`src/hw/rtl/sip_pkg.sv`:
```
package sip_pkg;

  // Coordinate word: signed Q12.4. The fraction cancels in the quotient, so only the
  // total width matters to the datapath.
  localparam int COORD_W = 16;
  localparam int DIFF_W = COORD_W + 1;          // a2 - a1 and friends
  localparam int PROD_W = 2 * DIFF_W;           // one 2-D product term
  localparam int CROSS_W = PROD_W + 1;          // difference of two product terms
  localparam int NUM_W = DIFF_W + CROSS_W;      // direction * tn
  localparam int QUO_W = COORD_W;               // |quotient| <= |a2 - a1| < 2^COORD_W

  localparam int GEOM_STAGES = 4;
  localparam int DIV_STAGES = QUO_W;            // one quotient bit per stage
  localparam int NSTAGE = GEOM_STAGES + 1 + DIV_STAGES + 1;

  typedef logic signed [COORD_W-1:0] coord_t;

  typedef enum logic [1:0] {
    OUT_HIT       = 2'd0,
    OUT_PARALLEL  = 2'd1,
    OUT_T_OUTSIDE = 2'd2,
    OUT_U_OUTSIDE = 2'd3
  } outcome_t;

  // Geometry front end result: numerators for the point and the shared denominator.
  typedef struct packed {
    outcome_t                  outcome;
    logic signed [NUM_W-1:0]   num_x;
    logic signed [NUM_W-1:0]   num_y;
    logic signed [CROSS_W-1:0] den;
    coord_t                    a1_x;
    coord_t                    a1_y;
  } geom_t;

  // One word in flight through the divider, both axes side by side.
  typedef struct packed {
    logic [NUM_W-1:0]   rem_x;
    logic [NUM_W-1:0]   rem_y;
    logic [CROSS_W-1:0] den_mag;
    logic [QUO_W-1:0]   quo_x;
    logic [QUO_W-1:0]   quo_y;
    logic               neg_x;
    logic               neg_y;
    coord_t             a1_x;
    coord_t             a1_y;
    outcome_t           outcome;
  } div_t;

endpackage

```
`src/hw/rtl/sip_div_step.sv`:
```
module sip_div_step import sip_pkg::*; (
  input  logic clk,
  input  logic en,
  input  div_t d_in,
  output div_t d_out
);

  // Restoring step: remainder is shifted up each step, divisor sits at a fixed
  // offset of QUO_W-1 bits.
  logic [NUM_W-1:0] dsh;
  logic             ge_x, ge_y;
  logic [NUM_W-1:0] sub_x, sub_y;

  always_comb begin
    dsh   = NUM_W'({d_in.den_mag, {(QUO_W-1){1'b0}}});
    ge_x  = d_in.rem_x >= dsh;
    ge_y  = d_in.rem_y >= dsh;
    sub_x = ge_x ? (d_in.rem_x - dsh) : d_in.rem_x;
    sub_y = ge_y ? (d_in.rem_y - dsh) : d_in.rem_y;
  end

  always_ff @(posedge clk) begin
    if (en) begin
      d_out.rem_x   <= sub_x << 1;
      d_out.rem_y   <= sub_y << 1;
      d_out.quo_x   <= {d_in.quo_x[QUO_W-2:0], ge_x};
      d_out.quo_y   <= {d_in.quo_y[QUO_W-2:0], ge_y};
      d_out.den_mag <= d_in.den_mag;
      d_out.neg_x   <= d_in.neg_x;
      d_out.neg_y   <= d_in.neg_y;
      d_out.a1_x    <= d_in.a1_x;
      d_out.a1_y    <= d_in.a1_y;
      d_out.outcome <= d_in.outcome;
    end
  end

endmodule

```
`config.mk`:
```
export PLATFORM = sky130hd
export DESIGN_NAME = sip_div_step
export DESIGN_NICKNAME = d
export VERILOG_FILES = /design/src/hw/rtl/sip_pkg.sv /design/src/hw/rtl/sip_div_step.sv
export SDC_FILE = /design/constraint.sdc
export NUM_CORES = 1
export LEC_CHECK = 0
export CORE_MARGIN = 2
export CORE_UTILIZATION = 30
export DETAILED_ROUTE_END_ITERATION = 16
export DONT_BUFFER_PORTS = 1
export GPL_ROUTABILITY_DRIVEN = 0
export GPL_TIMING_DRIVEN = 0
export PLACE_DENSITY = 0.51
export SKIP_CTS_REPAIR_TIMING = 1
export SKIP_LAST_GASP = 1
export SYNTH_ARGS = -nofsm -noshare
export SYNTH_HDL_FRONTEND = slang
export SYNTH_SLANG_ARGS = --single-unit
```
`constraint.sdc`:
```
create_clock -name clk -period 9.2 [get_ports clk]
set_input_delay 1.38 -clock clk [delete_from_list [all_inputs] [get_ports clk]]
set_output_delay 1.38 -clock clk [all_outputs]
set_load 0.03 [all_outputs]
```
==> flow_metrics.py <==
metrics = {
    "worst_setup_path": {
        "worstPathRequired_ps": 9480,
        "path_class": "primary input to register",
        "crit_family": "simple AND/OR/NAND/NOR gates",
        "cp-endpoint": "d_out[181]",
        "cp_slowest_cell": "nor4_1",
        "endpoint_kind": "register",
        "worstSetupPathDepth": 12,
        "critical_path.cell_chain": "inv_1, ha_1, clkbuf_1, nand4_1, or4_1, nor4_1, a2111oi_0, o21ai_1, a21oi_4, inv_2, buf_6, mux2_4",
        "cp.buffers_inverters": 4,
        "start_kind": "primary input",
        "crit_path_max_incr_delay_ps": 680,
        "path_max_fanout": 10,
        "startpoint": "d_in[95]",
        "arrival_ps": 4760,
    },
    "layout": {
        "antenna_cells": 0,
        "layout.nets": 1280,
        "largest_register_ffs": 205,
        "drive_gt1_share_pct": 6.70,
        "regMostFlops": "d_out",
        "reg.largest.list": "d_out x205",
        "final_cells": 1483,
        "fillers": 3623,
        "syn_to_final_growth_pct": 11.9,
    },
    "global_route": {
        "grt_pass1_wl_um": 52000,
        "grt_pass1_vias": 7912,
        "track_usage_pct": 18.3,
        "grt_max_degree": 206,
        "overflow": 0,
        "antenna_found_initial": 1,
    },
    "logic_synthesis": {
        "ys_seq_area_share_pct": 55.6,
        "ys_warn_count": 0,
        "ys_top_cells_by_count": "edfxtp_1, a21oi_1, nor2_1, nand2_1, ha_1",
        "synth_top_cell_by_area": "edfxtp_1",
        "ys_types": 62,
        "yosys.area.top_type_share_pct": 55.6,
        "synth_edf_count": 205,
        "ys.flop_type": "edfxtp_1",
        "synthTopCellsByArea": "edfxtp_1, ha_1, a21oi_1, nor2_1, a21o_1",
        "syn_inst": 972,
        "synth.avg_cell_area_sq_um": 11.4,
        "yosysMostFrequentCell": "edfxtp_1",
        "synthesis.area_sq_mm": 0.0111,
        "ys_ff_latch": 205,
        "async_reset_ff_share_pct": 0,
    },
    "floorplan": {
        "fp.dieW_um": 196,
        "die_h_um": 196,
        "start_util_pct": 30.4,
        "io-pin-count": 416,
        "dieArea_sq_mm": 0.0384,
        "core_sq_mm": 0.0364,
        "rows": 70,
    },
    "worst_hold_path": {
        "hold_path.class": "primary input to register",
    },
    "power": {
        "power_switching_share_pct": 32.4,
        "switchingPower_mw": 0.871,
        "leakagePower_nw": 4.69,
        "p_clk_share_pct": 33.0,
        "pwr_density_cell_mw_per_mm2": 217,
        "combPwrFrac_pct": 14.3,
        "seqPwrFrac_pct": 52.7,
        "p_int_mw": 1.81,
        "vdd_ir_drop_max_mv": 0.110,
    },
    "timing": {
        "hold_violations": 0,
        "slew-limit-headroom_pct": 36.8,
        "rsz0062_at_grt": "no",
        "max_freq_ghz": 0.223,
        "worst_pin_slew_ps": 924,
        "drv_slew": 0,
        "setup_tns_ps": 0,
        "fin_crit_sh_pct": 48.7,
        "finalSetupViolations": 0,
        "post-route-min-period_ps": 4480,
    },
    "place": {
        "hpwl_um": 28600,
        "port_buffers": 0,
        "dp.cells": 1441,
    },
    "clock_tree": {
        "cts_buffer_depth": 3,
        "cts-root-buf": "clkbuf_16",
        "h-tree-depth": 1,
        "clk_pin_slew_ps": 60,
        "clkSinkCount": 205,
        "cts_buffers": 24,
        "cts_tree": "built",
    },
    "routing": {
        "viasPerCell": 5.20,
        "final_antenna_net_count": 0,
        "detail_route.wl_per_cell_um": 24.4,
        "finalWirelength_um": 36200,
        "drt_pre_antenna_iters": 5,
        "vias": 7709,
        "drc": 0,
        "drt_iter0_drc": 378,
    },
    "run_status": {
        "status": "completed",
    },
    "run": {
        "cap_viol_max_count": 0,
    },
}
[per-layer routing]
metal | GRT usage, % | up-vias | routed length, um
met3 | 5.71 | 50 | 2960
met2 | 31.4 | 299 | 17600
li1 | - | 3697 | -
met1 | 21.5 | 3661 | 14400
met4 | 6.31 | 2 | 1140
met5 | 0 | - | 13
[cells by family after synthesis]
logic type / Yosys count / synth area share (%)
AND/OR/NAND/NOR: 244 / 10.1
multiplexers: 7 / 0.837
flip-flops: 205 / 55.6
XOR/XNOR: 59 / 4.67
buffers and inverters: 87 / 3.32
adder cells (fa/ha/maj): 72 / 8.28
AO/OA/AOI/OAI: 297 / 17.1
other: 1 / 0.0339
[stage by stage]
step                      setup slack [ps]  utilization [%]  power [mW]  hold WS [ps]  cell area [sq um]
after floorplan                       5120                -        1.70          1480              11100
after global placement                4130             32.0        1.82          1480              11700
after detailed placement              4150             32.0        1.82          1480              11700
after CTS                             4710             34.0        2.73           906              12400
after global routing                  4500             34.0        2.81           911              12400
final                                 4720             34.0        2.69           940              12400
[layout by cell type, fill, tap and decap left out, types with 3 or more instances in the layout]
cell type,Yosys,routed
edfxtp_1,205,205
a21oi_1,118,118
nor2_1,84,84
nand2_1,76,76
ha_1,70,70
o21ai_0,56,56
inv_1,55,55
a21o_1,41,41
xnor2_1,35,35
clkbuf_16,0,25
xor2_1,24,24
nand4_1,23,23
clkbuf_1,17,18
nand2b_1,12,12
a211oi_1,11,11
nor4_1,10,10
nand3_1,10,10
buf_2,9,9
nor3_1,8,8
nor2b_1,8,8
o211ai_1,7,7
o21a_1,7,7
o31ai_1,7,7
a2111oi_0,6,6
o21bai_1,6,6
a31oi_1,5,5
and3_1,4,4
mux2_4,4,4
clkinvlp_4,0,4
clkinv_2,0,4
clkinv_1,0,4
and4_1,3,3
o31a_1,3,3
o21ai_1,3,3
buf_6,3,3
[area by class of cell]
cell class | count | area [sq um] | share of cell area, %
flip-flops and latches | 205 | 6160 | 49.7
clock buffers | 26 | 629 | 5.08
multi-input cells | 681 | 4540 | 36.7
inverters | 56 | 210 | 1.70
clock inverters | 16 | 100 | 0.808
plain buffers | 31 | 158 | 1.27
well taps | 468 | 586 | 4.73
[power by group through the flow]
stage | sequential, mW | clock [mW] | combinational (mW)
3_5_place_dp | 1.44 | 0 | 0.381
6_report | 1.42 | 0.886 | 0.384
3_3_place_gp | 1.44 | 0 | 0.379
2_1_floorplan | 1.41 | 0 | 0.293
4_1_cts | 1.42 | 0.920 | 0.385
5_1_grt | 1.43 | 0.948 | 0.433
[how the worst min path moves through the flow]
stage	cells past startpoint	endpoint	startpoint	slack [ps]
after floorplan	0	d_out[0]	d_in[0]	1480
after global placement	0	d_out[15]	d_in[15]	1480
after detailed placement	0	d_out[23]	d_in[23]	1480
after CTS	0	d_out[75]	d_in[75]	910
after global routing	0	d_out[80]	d_in[80]	910
final	0	d_out[75]	d_in[75]	940
No activity file was read; power rests on OpenSTA's default activity.
